## src/sv/hvd_pkg.sv

```systemverilog
package hvd_pkg;

  localparam int DEG_W            = 25;
  localparam int DIST_W           = 23;
  localparam int CORDIC_STEPS_DEF = 16;
  localparam int ANGLE_FRAC_DEF   = 16;
  localparam int DW               = 34;
  localparam int SQ_W             = 62;
  localparam int SQRT_STEPS       = 31;
  localparam int ROOT_W           = 31;

  typedef logic signed [DW-1:0]    cval_t;
  typedef logic signed [DEG_W-1:0] deg_t;
  typedef logic signed [DEG_W:0]   ddeg_t;

  localparam logic [31:0] PI_Q30       = 32'd3373259425;
  localparam cval_t       CORDIC_K     = cval_t'(652032874);
  localparam cval_t       HALF_PI_Q30  = cval_t'(1686629713);
  localparam cval_t       ONE_Q30      = cval_t'(1073741824);
  localparam deg_t        DEG_LIMIT    = deg_t'(11796480);
  localparam logic [13:0] EARTH_DIAM   = 14'd12742;
  localparam logic [DIST_W-1:0] MAX_DIST = DIST_W'(5124000);

  function automatic deg_t sat_deg(input deg_t v);
    deg_t r;
    if (v > DEG_LIMIT) begin
      r = DEG_LIMIT;
    end else if (v < -DEG_LIMIT) begin
      r = -DEG_LIMIT;
    end else begin
      r = v;
    end
    return r;
  endfunction

  function automatic cval_t atan_q30(input logic [4:0] idx);
    cval_t r;
    case (idx)
      5'd0:  r = cval_t'(32'h3243F6A8);
      5'd1:  r = cval_t'(32'h1DAC6705);
      5'd2:  r = cval_t'(32'h0FADBAFC);
      5'd3:  r = cval_t'(32'h07F56EA6);
      5'd4:  r = cval_t'(32'h03FEAB76);
      5'd5:  r = cval_t'(32'h01FFD55B);
      5'd6:  r = cval_t'(32'h00FFFAAA);
      5'd7:  r = cval_t'(32'h007FFF55);
      5'd8:  r = cval_t'(32'h003FFFEA);
      5'd9:  r = cval_t'(32'h001FFFFD);
      5'd10: r = cval_t'(32'h000FFFFF);
      5'd11: r = cval_t'(32'h0007FFFF);
      5'd12: r = cval_t'(32'h0003FFFF);
      5'd13: r = cval_t'(32'h0001FFFF);
      5'd14: r = cval_t'(32'h0000FFFF);
      5'd15: r = cval_t'(32'h00007FFF);
      5'd16: r = cval_t'(32'h00003FFF);
      5'd17: r = cval_t'(32'h00001FFF);
      5'd18: r = cval_t'(32'h00000FFF);
      5'd19: r = cval_t'(32'h000007FF);
      5'd20: r = cval_t'(32'h000003FF);
      5'd21: r = cval_t'(32'h000001FF);
      5'd22: r = cval_t'(32'h000000FF);
      5'd23: r = cval_t'(32'h0000007F);
      5'd24: r = cval_t'(32'h0000003F);
      5'd25: r = cval_t'(32'h0000001F);
      5'd26: r = cval_t'(32'h0000000F);
      5'd27: r = cval_t'(32'h00000007);
      5'd28: r = cval_t'(32'h00000003);
      5'd29: r = cval_t'(32'h00000001);
      default: r = '0;
    endcase
    return r;
  endfunction

endpackage

```

## src/sv/hvd_rot.sv

```systemverilog
module hvd_rot #(
  parameter int STEPS = hvd_pkg::CORDIC_STEPS_DEF
) (
  input  logic           clk,
  input  logic           en,
  input  hvd_pkg::cval_t z_in,
  input  logic           flip_in,
  output hvd_pkg::cval_t sin_out,
  output hvd_pkg::cval_t cos_out
);
  import hvd_pkg::*;

  cval_t            x_r [STEPS];
  cval_t            y_r [STEPS];
  cval_t            z_r [STEPS];
  logic [STEPS-1:0] f_r;
  cval_t            xs [STEPS];
  cval_t            ys [STEPS];
  cval_t            zs [STEPS];
  logic [STEPS-1:0] fs;

  always_comb begin
    xs[0] = CORDIC_K;
    ys[0] = '0;
    zs[0] = z_in;
    fs[0] = flip_in;
    for (int i = 1; i < STEPS; i++) begin
      xs[i] = x_r[i-1];
      ys[i] = y_r[i-1];
      zs[i] = z_r[i-1];
      fs[i] = f_r[i-1];
    end
  end

  always_ff @(posedge clk) begin
    if (en) begin
      for (int i = 0; i < STEPS; i++) begin
        if (!zs[i][DW-1]) begin
          x_r[i] <= xs[i] - (ys[i] >>> i);
          y_r[i] <= ys[i] + (xs[i] >>> i);
          z_r[i] <= zs[i] - atan_q30(5'(i));
        end else begin
          x_r[i] <= xs[i] + (ys[i] >>> i);
          y_r[i] <= ys[i] - (xs[i] >>> i);
          z_r[i] <= zs[i] + atan_q30(5'(i));
        end
        f_r[i] <= fs[i];
      end
    end
  end

  assign sin_out = y_r[STEPS-1];
  assign cos_out = f_r[STEPS-1] ? -x_r[STEPS-1] : x_r[STEPS-1];

endmodule

```

## config.mk

```make
export PLATFORM = sky130hd
export DESIGN_NAME = hvd_rot
export DESIGN_NICKNAME = d
export VERILOG_FILES = /design/src/sv/hvd_pkg.sv /design/src/sv/hvd_rot.sv
export SDC_FILE = /design/constraint.sdc
export NUM_CORES = 2
export LEC_CHECK = 0
export BUFFER_PORTS_ARGS = -buffer_cell sky130_fd_sc_hd__buf_2
export CAP_MARGIN = 20
export CELL_PAD_IN_SITES_DETAIL_PLACEMENT = 1
export CELL_PAD_IN_SITES_GLOBAL_PLACEMENT = 1
export CORE_MARGIN = 10
export CORE_UTILIZATION = 52
export DETAILED_ROUTE_END_ITERATION = 12
export HOLD_SLACK_MARGIN = 0.08
export PLACE_DENSITY = 0.84
export SLEW_MARGIN = 20
export SYNTH_ARGS = -nofsm -noshare
export SYNTH_HDL_FRONTEND = slang
export SYNTH_SLANG_ARGS = --single-unit
```

## constraint.sdc

```tcl
create_clock -name clk -period 7.5 [get_ports clk]
set_input_delay 1.125 -clock clk [delete_from_list [all_inputs] [get_ports clk]]
set_output_delay 1.125 -clock clk [all_outputs]
set_load 0.02 [all_outputs]
```

==> key figures <==
Clocking
  – Deepest level of the CTS H-tree: 4
  – Reg clk slew, reported paths: 60 ps
  – Clock tree sinks: roughly 1500
  – Max Root-Sink Buffers: 3
  – Clock latency on the worst-skew pair: around 860 ps
  – Post CTS Setup Buffer Count: 0
  – Num CTS Buffers: 180
  – Root buffer cell: clkbuf_16
  – CTS tree: done
  – Hold_buf cts: 0
  – Post_cts resized: 0

Die
  – Rows: between 150 and 200
  – Die width: 513 um
  – Die Ht: ~510 um
  – Io pins: 105
  – Initial Util: 0.524
  – Die Area: 263000 sq um
  – Total core area: 241000 sq um

Finish
  – Post-layout nets: 14700
  – Layout cells sized above 1: 0.0474
  – Area Growth Syn to Fin: 8.04%
  – Final instance area: 136000 sq um
  – Commonest non-fill, non-tap cell in the layout: edfxtp_1
  – Leading cell types in the layout, fill and taps excluded: edfxtp_1, ha_1, a21oi_1

Yosys
  – Area leader, netlist: edfxtp_1
  – Cell count after synthesis: 13100
  – Largest cells by area after synthesis: edfxtp_1, ha_1, xnor2_1
  – #FFs+latches synth: 1488
  – Syn_nets: 14600
  – EDFF count, synth: 1488
  – Top_reg_cell synth: edfxtp_1
  – Synth Area per Inst: 9.66 sq um
  – Mapped Area: 126000 sq um
  – Sequential share of the synthesized area: 0.354
  – Share of the synthesized area in the top cell type: 0.354
  – Total number of yosys warnings: 0
  – Fraction of registers with async set/reset: 0
  – Post-synth cell types: around 110

Min path
  – Worst hold path type: flip-flop to flip-flop
  – Hold path startpoint: f_r[12]
  – Hold path cells: 0
  – Hold EP: f_r[13]

GRT
  – Vias in the first global route: 107000
  – Gr usage total: 0.273
  – Pin count of the biggest net entering global routing: 156
  – Grt ovf: 0
  – Antenna violations before repair: 6
  – First-pass GRT wire length: roughly 590 mm

Setup path
  – Critical path required time: around 8200 ps
  – Worst-path cell chain: or3_1, or3_1, or3_1, nor4_1, nor3b_1, inv_1, o21ai_0, xnor2_1, ha_1, nand3_1, nor2_1, nand4_1, o2111ai_1, nand2_1, o211a_1, o21bai_1, a21oi_1, xnor2_1
  – Crit path DAT: roughly 6400 ps
  – Reg2Reg Setup Slack: between 1500 and 2000 ps
  – Crit end category: flip-flop
  – Slowest CP cell: edfxtp_1
  – Crit path largest cell delay: 500 ps
  – Most common cell on crit path: or3_1
  – R2R Path Start: y_r[0][113]
  – Crit Path Class: flip-flop to flip-flop
  – R2R depth: 18
  – CP max FO: 5
  – RR Endpoint: x_r[0][167]
  – Startpoint class of the critical path: flip-flop

Detailed routing
  – Iter 0 DRT Violations: 6620
  – Drt wl/cell: 22.6 um
  – # DRC: 0
  – First-pass DRT Iterations: 5
  – Drt via density: 6.18
  – Final wirelength: 374 mm
  – Routed Antenna Nets: 0
  – Via Count: approximately 100k

STA
  – Worst Skew: about 41 ps
  – F_max: 173 MHz
  – Final Max Slew Viols: 0
  – Fin crit share: 0.770
  – Final Hold Viols: 0
  – Sum Neg Setup Slack: 0 ps
  – Final min period: 5770 ps
  – RSZ-0062 raised after global routing: no
  – Number of setup violations in the final report: 0
  – Slew headroom: 0.222
  – Tightest Pin Transition: 1160 ps

Placed design
  – Placed inst area: 130000 sq um
  – IO buf count: 104
  – Gpl congestion: 0.932
  – Post-DP HPWL: 297 mm

Job
  – MaxCap Viol Count: 0

Run status
  – Status: finished clean
sequential cells by signal (all words and copies together), names as in the netlist:
register / count
x_r: 484
f_r: 16
y_r: 511
z_r: 477
metal layers:
layer	wire length, um	vias to the layer above	GRT usage
met1	161000	50800	0.343
met5	0	-	0
met3	14000	639	0.0276
met2	186000	1991	0.491
li1	-	48900	-
met4	13100	0	0.0901
metrics by stage:
step	hold slack [ps]	worst slack [ps]	utilization	instances
CTS	397	1790	0.566	16500
global placement	401	1420	0.541	16200
global route	410	1400	0.566	16500
finish	404	1730	0.566	16500
floorplan	400	1740	-	13100
detailed placement	405	1180	0.541	16200
cell usage after synthesis, types with 197 or more instances:
master    count
ha_1       1426
xnor2_1    1317
nand3_1     236
a21o_1      736
nand2_1     739
nor3_1      283
nor2b_1     197
a21oi_1    1362
o21ai_0     675
xor2_1      597
inv_1       528
nand2b_1    209
edfxtp_1   1488
nor2_1      913
cell type report:
cell class / instances / area, sq um
Multi-Input combinational cell: 10800 / 78600
Tap cell: 3185 / 3990
Timing Repair Buffer: 182 / 1140
Clock inverter: 118 / 1200
Sequential cell: 1488 / 44700
Inverter: 533 / 2000
Fill cell: 26800 / 105000
Clock buffer: 216 / 4790
Antenna cell: 2 / 5.00
worst max path at each step:
stage	startpoint	endpoint	cells past startpoint
2_1_floorplan	en	z_r[0][64]	17
5_1_grt	x_r[1][189]	y_r[1][236]	17
6_report	y_r[0][113]	x_r[0][167]	18
4_1_cts	x_r[1][189]	y_r[1][236]	17
3_3_place_gp	en	z_r[0][64]	16
3_5_place_dp	en	z_r[0][32]	18
cell families (layout without fill, tap and decap cells):
kind of cell               count (synthesis)  after routing  synth area share
other                                      0              2                 0
muxes                                     99             99           0.00812
and+or+nand+nor                         3247           3247             0.126
DFF                                     1488           1488             0.354
xor gates and xnor gates                1915           1915             0.133
buffers and inverters                    764           1049            0.0238
AOI/OAI and AO/OA                       4092           4092             0.207
adders and majority gates               1472           1472             0.149
worst max-delay path: cells and delay by family, from the launching register on:
family | cells | cell delay [ps]
AOI/OAI and AO/OA | 5 | 1120
DFF | 1 | 500
xor gates and xnor gates | 2 | 380
buffers and inverters | 1 | 170
adders and majority gates | 1 | 390
and+or+nand+nor | 9 | 3040
Power is not shown: default switching activity piles up to over one toggle a cycle in this logic, so the estimate is an artifact.
