[config.mk]
export PLATFORM = sky130hd
export DESIGN_NAME = hvd_vec
export DESIGN_NICKNAME = d
export VERILOG_FILES = /design/src/sv/hvd_pkg.sv /design/src/sv/hvd_vec.sv
export SDC_FILE = /design/constraint.sdc
export NUM_CORES = 2
export LEC_CHECK = 0
export BUFFER_PORTS_ARGS = -buffer_cell sky130_fd_sc_hd__clkbuf_2
export CORE_ASPECT_RATIO = 1.25
export CORE_UTILIZATION = 39
export CTS_CLUSTER_DIAMETER = 120
export DETAILED_ROUTE_END_ITERATION = 10
export PLACE_DENSITY = 0.56
export RECOVER_POWER = 25
export SETUP_SLACK_MARGIN = 0.5
export SLEW_MARGIN = 20
export SYNTH_ARGS = -nofsm -noshare
export SYNTH_HDL_FRONTEND = slang
export SYNTH_SLANG_ARGS = --single-unit
[constraint.sdc]
create_clock -name clk -period 9.85 [get_ports clk]
set_clock_uncertainty 0.2 [all_clocks]
set_input_delay 0.985 -clock clk [delete_from_list [all_inputs] [get_ports clk]]
set_output_delay 0.985 -clock clk [all_outputs]
set_load 0.005 [all_outputs]
[src/sv/hvd_pkg.sv]
package hvd_pkg;

  localparam int DEG_W            = 25;
  localparam int DIST_W           = 23;
  localparam int CORDIC_STEPS_DEF = 16;
  localparam int ANGLE_FRAC_DEF   = 16;
  localparam int DW               = 34;
  localparam int SQ_W             = 62;
  localparam int SQRT_STEPS       = 31;
  localparam int ROOT_W           = 31;

  typedef logic signed [DW-1:0]    cval_t;
  typedef logic signed [DEG_W-1:0] deg_t;
  typedef logic signed [DEG_W:0]   ddeg_t;

  localparam logic [31:0] PI_Q30       = 32'd3373259425;
  localparam cval_t       CORDIC_K     = cval_t'(652032874);
  localparam cval_t       HALF_PI_Q30  = cval_t'(1686629713);
  localparam cval_t       ONE_Q30      = cval_t'(1073741824);
  localparam deg_t        DEG_LIMIT    = deg_t'(11796480);
  localparam logic [13:0] EARTH_DIAM   = 14'd12742;
  localparam logic [DIST_W-1:0] MAX_DIST = DIST_W'(5124000);

  function automatic deg_t sat_deg(input deg_t v);
    deg_t r;
    if (v > DEG_LIMIT) begin
      r = DEG_LIMIT;
    end else if (v < -DEG_LIMIT) begin
      r = -DEG_LIMIT;
    end else begin
      r = v;
    end
    return r;
  endfunction

  function automatic cval_t atan_q30(input logic [4:0] idx);
    cval_t r;
    case (idx)
      5'd0:  r = cval_t'(32'h3243F6A8);
      5'd1:  r = cval_t'(32'h1DAC6705);
      5'd2:  r = cval_t'(32'h0FADBAFC);
      5'd3:  r = cval_t'(32'h07F56EA6);
      5'd4:  r = cval_t'(32'h03FEAB76);
      5'd5:  r = cval_t'(32'h01FFD55B);
      5'd6:  r = cval_t'(32'h00FFFAAA);
      5'd7:  r = cval_t'(32'h007FFF55);
      5'd8:  r = cval_t'(32'h003FFFEA);
      5'd9:  r = cval_t'(32'h001FFFFD);
      5'd10: r = cval_t'(32'h000FFFFF);
      5'd11: r = cval_t'(32'h0007FFFF);
      5'd12: r = cval_t'(32'h0003FFFF);
      5'd13: r = cval_t'(32'h0001FFFF);
      5'd14: r = cval_t'(32'h0000FFFF);
      5'd15: r = cval_t'(32'h00007FFF);
      5'd16: r = cval_t'(32'h00003FFF);
      5'd17: r = cval_t'(32'h00001FFF);
      5'd18: r = cval_t'(32'h00000FFF);
      5'd19: r = cval_t'(32'h000007FF);
      5'd20: r = cval_t'(32'h000003FF);
      5'd21: r = cval_t'(32'h000001FF);
      5'd22: r = cval_t'(32'h000000FF);
      5'd23: r = cval_t'(32'h0000007F);
      5'd24: r = cval_t'(32'h0000003F);
      5'd25: r = cval_t'(32'h0000001F);
      5'd26: r = cval_t'(32'h0000000F);
      5'd27: r = cval_t'(32'h00000007);
      5'd28: r = cval_t'(32'h00000003);
      5'd29: r = cval_t'(32'h00000001);
      default: r = '0;
    endcase
    return r;
  endfunction

endpackage

[src/sv/hvd_vec.sv]
module hvd_vec #(
  parameter int STEPS = hvd_pkg::CORDIC_STEPS_DEF
) (
  input  logic           clk,
  input  logic           en,
  input  hvd_pkg::cval_t x_in,
  input  hvd_pkg::cval_t y_in,
  output hvd_pkg::cval_t z_out
);
  import hvd_pkg::*;

  cval_t x_r [STEPS];
  cval_t y_r [STEPS];
  cval_t z_r [STEPS];
  cval_t xs  [STEPS];
  cval_t ys  [STEPS];
  cval_t zs  [STEPS];

  always_comb begin
    xs[0] = x_in;
    ys[0] = y_in;
    zs[0] = '0;
    for (int i = 1; i < STEPS; i++) begin
      xs[i] = x_r[i-1];
      ys[i] = y_r[i-1];
      zs[i] = z_r[i-1];
    end
  end

  always_ff @(posedge clk) begin
    if (en) begin
      for (int i = 0; i < STEPS; i++) begin
        if (!ys[i][DW-1]) begin
          x_r[i] <= xs[i] + (ys[i] >>> i);
          y_r[i] <= ys[i] - (xs[i] >>> i);
          z_r[i] <= zs[i] + atan_q30(5'(i));
        end else begin
          x_r[i] <= xs[i] - (ys[i] >>> i);
          y_r[i] <= ys[i] + (xs[i] >>> i);
          z_r[i] <= zs[i] - atan_q30(5'(i));
        end
      end
    end
  end

  assign z_out = z_r[STEPS-1];

endmodule

==> results.cfg <==
[detailed_routing]
drtIter0Drc = 4710
detail_route.drc_violations = 0
detailroute.via_count = 98700
drt_pre_antenna_iters = 6
drtAntennaViolNets = 0
postRouteWirelength_um = 340000
vias_per_cell = 5.50
avgRoutedWirePerCell_um = 18.9

[worst_setup_path]
worstSetupEndpoint = y_r[1][169]
worstPathBufferInverterCount = 3
cp.required_ns = 10.26
worstSetupPathDepth = 17
worstReg2RegEnd = y_r[1][169]
setup.reg_to_reg.worst_slack_ns = 2.85
timing.critical_path.cells = buf_12 -> clkbuf_1 -> nand2_2 -> clkbuf_1 -> o21ai_0 -> ha_1 -> a21oi_1 -> nand4b_1 -> and3_1 -> nor4_1 -> nor4b_1 -> o21ai_0 -> a31oi_1 -> o21ai_0 -> a211oi_1 -> a21oi_1 -> xor2_1
critPathKind = input pin to flip-flop
timing.critical_path.fanout_max = 75
worst_r2r_path_depth = 15
cp-start-kind = input pin
cpLargestDelayFamily = buffers and inverters
regToRegStartpoint = y_r[1][135]
critical_path.slowest_cell = clkbuf_1
crit_arrival_ns = 8.04
critical_path.startpoint = en
timing.critical_path.slowest_cell_delay_ns = 1.89
end_kind = flip-flop
dominant_cell_type_by_count_on_the_critical_path = o21ai_0

[synth]
syn-instance-count = 13500
synth.area.top_cells = edfxtp_1 34%, ha_1 15%, xnor2_1 8.4%
synth-edff-count = 1434
synth-seq-area-share = 0.340
synth.yosys.warnings = 0
synth_area_sq_um = 127000
synth_cell_type_count = 92
synth.top_cell.area_share = 0.340
synth-seq-cells = 1434
async_reset_ff_frac = 0
dominantRegCellSynth = edfxtp_1
mappedNetlistNets = 15100
netlist.top_cell.by_area = edfxtp_1
post_synthesis_mean_instance_area_sq_um = 9.38

[clock_network]
cts_sinks = 1434
tritoncts_clock_tree = yes
post_cts_resize_count = 0
post-cts-setup-buffers = 0
ctsRootBufferMaster = clkbuf_16
cts_made_buffers = 173
ctsHoldBuffers = 0
cts_max_path_buffers = 4
cts-htree-levels = 4
clkSlewWorstSetupHoldPaths_ns = 0.06
clk-insertion-delay-late_ns = 0.87

[floorplan]
start_util = 0.393
core_area_sq_um = 322000
io_pins = 104
die-height_um = 639
die_area_sq_um = 327000
num_rows = 233
fp.dieW_um = 512

[timing]
maxSlewViolCount = 736
min_period_ns = 7.64
grt_setup_unrepaired = false
fmax_ghz = 0.131
worst_tran_pin_value_ns = 7.40
total_setup_violations_reported_at_the_end_of_the_flow = 0
share_of_the_cycle_needed_by_the_critical_path_after_routing = 0.775
max-slew-margin-rel = -3.94
totalNegativeSetupSlack_ns = 0
timing_hold_violations_final = 0

[place]
globalplace.congestion = 0.935
place_hpwl_um = 275000
io_buffers = 102

[layout]
nets_finish = 15200
layout.cells.most_common_list = 1473 x ha_1, 1434 x edfxtp_1, 1402 x a21oi_1
area_growth_syn_to_layout_pct = 8.60
post_route_cells_drive_above_1_share = 0.0408
most_common_cell_after_layout_fill_and_taps_aside = ha_1

[global_routing]
first_global_vias = 98300
grt-ovfl-total = 0
globalRouteTotalUtil = 0.202
grt_first_pass_wirelength_um = 530000
grt_antenna_before_repair = 1
maximum_number_of_pins_on_one_net_before_global_route_repair = 184

[job]
max_cap_violations = 10

[outcome]
outcome = finished with violations
failed_checks = capacitance limit, slew limit

[hold_path]
hp-start = z_r[0][35]
hp-class = flip-flop to flip-flop
cells in the mapped netlist, drive strengths merged, types with 34 or more instances:
| library cell | instances |
|---|---|
| o21bai | 195 |
| edfxtp | 1434 |
| o21ai | 834 |
| o41ai | 73 |
| a31oi | 125 |
| or2 | 45 |
| or3 | 88 |
| nor3b | 42 |
| nand4 | 112 |
| nor2 | 1080 |
| inv | 552 |
| clkbuf | 196 |
| nand3 | 220 |
| nand2b | 243 |
| o21a | 192 |
| nor4 | 82 |
| and3 | 123 |
| a21boi | 52 |
| nand3b | 35 |
| a2111oi | 39 |
| a21o | 671 |
| nand2 | 811 |
| buf | 67 |
| or4 | 55 |
| a311oi | 36 |
| a211oi | 96 |
| xor2 | 650 |
| nor3 | 269 |
| and2 | 70 |
| ha | 1473 |
| xnor2 | 1220 |
| o31ai | 156 |
| mux2i | 43 |
| and4 | 34 |
| a211o | 36 |
| o211ai | 82 |
| a21oi | 1402 |
| fa | 37 |
| nor2b | 209 |
layout make-up:
| type | instances | area, sq um |
|---|---|---|
| Tap cell | 4230 | 5290 |
| Clock buffer | 197 | 4460 |
| Inverter | 559 | 2100 |
| Fill cell | 31700 | 185000 |
| Antenna cell | 2 | 5.00 |
| Multi-Input combinational cell | 11200 | 80300 |
| Sequential cell | 1434 | 43100 |
| Clock inverter | 106 | 1190 |
| Timing Repair Buffer | 169 | 1010 |
through the flow:
stage,util,cells,hold WS (ns),cell area [sq um],setup slack (ns)
5_1_grt,0.426,17900,0.274,137000,1.53
6_report,0.426,17900,0.288,137000,2.21
2_1_floorplan,-,13500,0.200,127000,4.05
3_3_place_gp,0.409,17600,0.309,132000,2.52
3_5_place_dp,0.409,17600,0.321,132000,2.53
4_1_cts,0.427,17900,0.251,138000,3.46
layer usage:
layer,vias up,share of wire,global-route usage
met5,-,0,0
li1,50300,-,-
met2,1751,0.55,0.408
met3,819,0.026,0.0194
met4,0,0.063,0.116
met1,45900,0.36,0.196
registers in the layout, summed over array words and instances, names as in the netlist:
name and cells:
x_r 462, z_r 496, y_r 476
worst min-delay path by stage:
| stage | endpoint | cells past startpoint |
|---|---|---|
| 2_1_floorplan | z_r[0][69] | 0 |
| 3_3_place_gp | z_r[0][69] | 0 |
| 3_5_place_dp | z_r[0][69] | 0 |
| 4_1_cts | x_r[0][33] | 2 |
| 5_1_grt | x_r[0][33] | 2 |
| 6_report | z_r[0][69] | 0 |
worst register-to-register path: cells and delay by family (launching register included):
kind	cells	cell delay (ns)
buffers and inverters	1	1.89
AO/OA/AOI/OAI	7	1.88
AND/OR/NAND/NOR	5	1.66
flip-flops	1	0.55
adder cells (fa/ha/maj)	1	0.45
XOR/XNOR	1	0.10
cell families after synthesis:
group                    share of synthesized area
AND/OR/NAND/NOR                              0.136
XOR/XNOR                                     0.129
flip-flops                                   0.340
buffers and inverters                       0.0255
other                                    0.0000296
multiplexers                               0.00536
AO/OA/AOI/OAI                                0.212
adder cells (fa/ha/maj)                      0.151
Power is not shown: default switching activity piles up to over one toggle a cycle in this logic, so the estimate is an artifact.
