**src/sv/hvd_pkg.sv**
```systemverilog
package hvd_pkg;

  localparam int DEG_W            = 25;
  localparam int DIST_W           = 23;
  localparam int CORDIC_STEPS_DEF = 16;
  localparam int ANGLE_FRAC_DEF   = 16;
  localparam int DW               = 34;
  localparam int SQ_W             = 62;
  localparam int SQRT_STEPS       = 31;
  localparam int ROOT_W           = 31;

  typedef logic signed [DW-1:0]    cval_t;
  typedef logic signed [DEG_W-1:0] deg_t;
  typedef logic signed [DEG_W:0]   ddeg_t;

  localparam logic [31:0] PI_Q30       = 32'd3373259425;
  localparam cval_t       CORDIC_K     = cval_t'(652032874);
  localparam cval_t       HALF_PI_Q30  = cval_t'(1686629713);
  localparam cval_t       ONE_Q30      = cval_t'(1073741824);
  localparam deg_t        DEG_LIMIT    = deg_t'(11796480);
  localparam logic [13:0] EARTH_DIAM   = 14'd12742;
  localparam logic [DIST_W-1:0] MAX_DIST = DIST_W'(5124000);

  function automatic deg_t sat_deg(input deg_t v);
    deg_t r;
    if (v > DEG_LIMIT) begin
      r = DEG_LIMIT;
    end else if (v < -DEG_LIMIT) begin
      r = -DEG_LIMIT;
    end else begin
      r = v;
    end
    return r;
  endfunction

  function automatic cval_t atan_q30(input logic [4:0] idx);
    cval_t r;
    case (idx)
      5'd0:  r = cval_t'(32'h3243F6A8);
      5'd1:  r = cval_t'(32'h1DAC6705);
      5'd2:  r = cval_t'(32'h0FADBAFC);
      5'd3:  r = cval_t'(32'h07F56EA6);
      5'd4:  r = cval_t'(32'h03FEAB76);
      5'd5:  r = cval_t'(32'h01FFD55B);
      5'd6:  r = cval_t'(32'h00FFFAAA);
      5'd7:  r = cval_t'(32'h007FFF55);
      5'd8:  r = cval_t'(32'h003FFFEA);
      5'd9:  r = cval_t'(32'h001FFFFD);
      5'd10: r = cval_t'(32'h000FFFFF);
      5'd11: r = cval_t'(32'h0007FFFF);
      5'd12: r = cval_t'(32'h0003FFFF);
      5'd13: r = cval_t'(32'h0001FFFF);
      5'd14: r = cval_t'(32'h0000FFFF);
      5'd15: r = cval_t'(32'h00007FFF);
      5'd16: r = cval_t'(32'h00003FFF);
      5'd17: r = cval_t'(32'h00001FFF);
      5'd18: r = cval_t'(32'h00000FFF);
      5'd19: r = cval_t'(32'h000007FF);
      5'd20: r = cval_t'(32'h000003FF);
      5'd21: r = cval_t'(32'h000001FF);
      5'd22: r = cval_t'(32'h000000FF);
      5'd23: r = cval_t'(32'h0000007F);
      5'd24: r = cval_t'(32'h0000003F);
      5'd25: r = cval_t'(32'h0000001F);
      5'd26: r = cval_t'(32'h0000000F);
      5'd27: r = cval_t'(32'h00000007);
      5'd28: r = cval_t'(32'h00000003);
      5'd29: r = cval_t'(32'h00000001);
      default: r = '0;
    endcase
    return r;
  endfunction

endpackage

```
**src/sv/hvd_isqrt.sv**
```systemverilog
module hvd_isqrt (
  input  logic                       clk,
  input  logic                       en,
  input  logic [hvd_pkg::SQ_W-1:0]   v_in,
  output logic [hvd_pkg::ROOT_W-1:0] root_out
);
  import hvd_pkg::*;

  logic [SQ_W-1:0] v_r [SQRT_STEPS];
  logic [SQ_W-1:0] r_r [SQRT_STEPS];
  logic [SQ_W-1:0] vs  [SQRT_STEPS];
  logic [SQ_W-1:0] rs  [SQRT_STEPS];

  always_comb begin
    vs[0] = v_in;
    rs[0] = '0;
    for (int j = 1; j < SQRT_STEPS; j++) begin
      vs[j] = v_r[j-1];
      rs[j] = r_r[j-1];
    end
  end

  always_ff @(posedge clk) begin
    if (en) begin
      for (int j = 0; j < SQRT_STEPS; j++) begin
        if (vs[j] >= rs[j] + (SQ_W'(1) << (2 * (SQRT_STEPS - 1 - j)))) begin
          v_r[j] <= vs[j] - (rs[j] + (SQ_W'(1) << (2 * (SQRT_STEPS - 1 - j))));
          r_r[j] <= (rs[j] >> 1) + (SQ_W'(1) << (2 * (SQRT_STEPS - 1 - j)));
        end else begin
          v_r[j] <= vs[j];
          r_r[j] <= rs[j] >> 1;
        end
      end
    end
  end

  assign root_out = r_r[SQRT_STEPS-1][ROOT_W-1:0];

endmodule

```
**config.mk**
```make
export PLATFORM = sky130hd
export DESIGN_NAME = hvd_isqrt
export DESIGN_NICKNAME = d
export VERILOG_FILES = /design/src/sv/hvd_pkg.sv /design/src/sv/hvd_isqrt.sv
export SDC_FILE = /design/constraint.sdc
export NUM_CORES = 2
export LEC_CHECK = 0
export BUFFER_PORTS_ARGS = -buffer_cell sky130_fd_sc_hd__buf_2
export CORE_ASPECT_RATIO = 0.7
export CORE_UTILIZATION = 56
export CTS_CLUSTER_DIAMETER = 80
export CTS_CLUSTER_SIZE = 8
export DETAILED_ROUTE_END_ITERATION = 8
export PLACE_DENSITY = 0.84
export SLEW_MARGIN = 20
export SYNTH_ARGS = -nofsm -noshare
export SYNTH_HDL_FRONTEND = slang
export SYNTH_SLANG_ARGS = --single-unit
```
**constraint.sdc**
```tcl
create_clock -name clk -period 9.55 [get_ports clk]
set_input_delay 0.955 -clock clk [delete_from_list [all_inputs] [get_ports clk]]
set_output_delay 0.955 -clock clk [all_outputs]
set_load 0.005 [all_outputs]
```
==> qor.txt <==
MaxCap Viol Count: 0
Tmin final: 5.55 ns
Post-CTS setup buffers: 0
Post-Syn Instances: 9353
Switching Fraction: 31.2%
Power Density: 250 nW/µm²
Cell mode on critical path: buf_4
Tightest Pin Transition: 1.32 ns
Post-synth top cells: edfxtp_1 (2356), nand2_1 (744), inv_1 (639), o21ai_0 (563), ha_1 (525)
Worst-case clock buffer depth: 4
Max Fclk: 0.180 GHz
Relative slew slack: 11.0%
Ys async rst share: 0%
Worst R2R End: v_r[1][339]$_DFFE_PP_
Routability Congestion: 1.09
Cell depth of the worst flop-to-flop path: 13
Initial antenna violation count: 15
Synth Area in Simple Gates: 13.2%
Layout area overhead: 11.0%
Tcrit/Tclk final: 58.1%
DRC violations left: 0
Largest net degree at the start of global routing: 201
Die H: 381 µm
Final non-filler cell area: 128000 µm²
Vias/cell: 6.59
Number of synthesized register bits: 2356
Worst path max stage delay: 0.91 ns
Seq pwr share: 44.9%
# hold bufs at CTS: 0
Top cells by area, synth: edfxtp_1 (62%), ha_1 (5.7%), xor2_1 (3.5%)
Worst Hold Launch: v_in[44]
Clk Latency, worst-skew pair: 0.92 ns
Reg-to-reg slack, setup: 4.00 ns
Finished Core Util: 62.8%
Final hold viol count: 0
Run status: complete, no violations
Core area: 203000 µm²
Post-layout nets: 10200
Delay-heaviest family, CP: compound AO/OA/AOI/OAI gates
Combinational share of power: 21.7%
Compound-cell area share of the yosys netlist: 9.66%
Synth Flop Type: edfxtp_1
Crit path required time: 10.05 ns
Grt ovf: 0
Distinct cells, synth: 87
DR iter-0 viols: 13000
Router iterations before antenna repair: 6
Post-CTS sizing: 0
Share of cells above drive strength 1: 7.18%
Hold Path End: v_r[0][44]$_DFFE_PP_
Filler cells: 14600
CP Capture Type: flip-flop
# setup viols final: 0
Number of global-route vias before repair: 75500
Number of flops mapped to enable cells by yosys: 2356
Top cell type by total area after synthesis: edfxtp_1
Wirelength, routed: 331 mm
Post-detail-place hpwl: 239 mm
Starting Density: 56.6%
Cells along the critical path: inv_1 > ha_1 > nor2b_1 > o31a_1 > o31ai_1 > a21boi_0 > buf_4 > a221oi_1 > o21ai_0 > a211oi_4 > buf_4 > nand2_1 > o21ai_1
H-tree depth: 5
Placed cell areas: 119000 µm²
Setup CP Type: flip-flop to flip-flop
Share of the synthesized area in the top cell type: 61.6%
Critical Path Slowest Stage Cell: o31ai_1
Clock-pin slew on the worst setup and hold paths: 0.05 ns
WHS Path Cells: 1
Die width: 543 µm
Logic depth of the worst path, buffers included: 13
Placement Rows: 138
I/O Buffers: 94
Setup_tns: 0 ns
Clock skew: 0.100 ns
First-pass GRT wire length: 485 mm
Largest family of logic cells by synthesized area: simple AND/OR/NAND/NOR gates
Slew Limit Fails: 0
Arrival @ worst endpoint: 6.06 ns
Worst setup SP type: flip-flop
TritonCTS Sinks: 2356
I/O Pins: 95
Internal cell power: 0.0219 W
Avg Inst Size Synth: 12.3 µm²
Antenna-violating nets left: 0
XOR/XNOR share of the synthesized area: 6.32%
Top-count cell post-synth: edfxtp_1
Maximum vdd drop: 0.000162 V
Reg2reg start: r_r[1][268]$_DFFE_PP_
Yosys warns: 0
Root buffer cell: clkbuf_16
Die Footprint: 207000 µm²
NetSw: 0.00994 W
Pleak: 47.5 nW
HP Class: input pin to flip-flop
Vias after detailed routing: 81500
Crit path max fanout: 28
Syn_nets: 9942
RSZ-0062 raised after global routing: no
Clock power frac: 33.4%
CTS tree: done
CTS Buf Count: 337
CP Buf/Inv Count: 3
Adder-cell share of the synthesized area: 5.72%
GR Util All Layers: 31.4%
Wirelength per Cell: 26.8 µm
Register area share after synthesis: 61.6%
Syn Std Cell Area: 115000 µm²
Mux contribution to synthesized area: 0.567%
==> logic make-up (layout without fill, tap and decap cells) <==
group | after synthesis | after routing
AOI/OAI and AO/OA | 1780 | 1780
xor gates and xnor gates | 829 | 829
adders and majority gates | 525 | 525
buffers and inverters | 891 | 1170
DFF | 2356 | 2356
muxes | 59 | 59
other | 0 | 7
and+or+nand+nor | 2913 | 2913
==> registers in the layout (all words and copies together), names as in the netlist <==
signal  cells
v_r      1860
r_r       496
==> cell type report <==
type / count / area (µm²) / share of cell area [%]
Timing Repair Buffer: 169 / 1180 / 0.926
Multi-Input combinational cell: 6106 / 40900 / 32.1
Antenna cell: 7 / 17.5 / 0.0137
Clock inverter: 18 / 293 / 0.230
Tap cell: 2730 / 3420 / 2.68
Sequential cell: 2356 / 70700 / 55.5
Clock buffer: 343 / 8580 / 6.73
Inverter: 640 / 2400 / 1.89
==> per-stage QoR <==
step	setup WS, ns	hold slack [ns]	std cells	power [W]
global placement	4.55	0.431	12000	0.0207
CTS	4.46	0.176	12400	0.0315
global route	3.88	0.191	12400	0.0329
finish	4.00	0.209	12400	0.0319
floorplan	4.79	0.417	9353	0.0185
detailed placement	4.52	0.432	12000	0.0209
==> placed cells by master, fill, tap and decap left out, drive strengths merged, types with 18 or more instances in the layout <==
master / instances
buf: 169
clkbuf: 343
nor2: 506
or2: 44
and4: 21
and2: 31
o21bai: 52
and4b: 18
o211ai: 36
a21boi: 24
xnor2: 368
nand2b: 114
nand4b: 19
a211oi: 51
nor4: 374
nor3b: 26
or3: 114
o21ai: 565
o31a: 19
a21o: 216
xor2: 461
edfxtp: 2356
nor3: 284
a21oi: 446
mux2: 49
inv: 646
o31ai: 36
ha: 525
a211o: 24
o21a: 88
or4: 80
nor2b: 72
nand2: 744
nor4b: 60
a31oi: 44
and3: 48
nand4: 153
nand3: 166
==> power groups by stage <==
stage | combinational, W | clock, W | sequential [W]
final | 0.00691 | 0.0106 | 0.0143
after global routing | 0.00740 | 0.0111 | 0.0144
after CTS | 0.00661 | 0.0107 | 0.0142
after detailed placement | 0.00650 | 0 | 0.0144
after global placement | 0.00635 | 0 | 0.0143
after floorplan | 0.00465 | 0 | 0.0139
==> worst max-delay path by stage <==
stage / slack [ns] / end / startpoint
after floorplan: 4.79 / r_r[1][748]$_DFFE_PP_ / en
after global placement: 4.55 / v_r[1][339]$_DFFE_PP_ / r_r[1][268]$_DFFE_PP_
after detailed placement: 4.52 / v_r[1][339]$_DFFE_PP_ / r_r[1][268]$_DFFE_PP_
after CTS: 4.46 / v_r[1][339]$_DFFE_PP_ / r_r[1][268]$_DFFE_PP_
after global routing: 3.88 / v_r[1][339]$_DFFE_PP_ / r_r[1][268]$_DFFE_PP_
final: 4.00 / v_r[1][339]$_DFFE_PP_ / r_r[1][268]$_DFFE_PP_
==> layer usage <==
layer	vias up	track usage (%)	routed length [µm]
li1	35500	-	-
met1	39600	48.6	143000
met2	5787	39.0	124000
met3	602	14.9	57300
met4	14	6.92	7070
met5	-	0.626	259
Note: power is estimated with default switching activity, not from simulation.
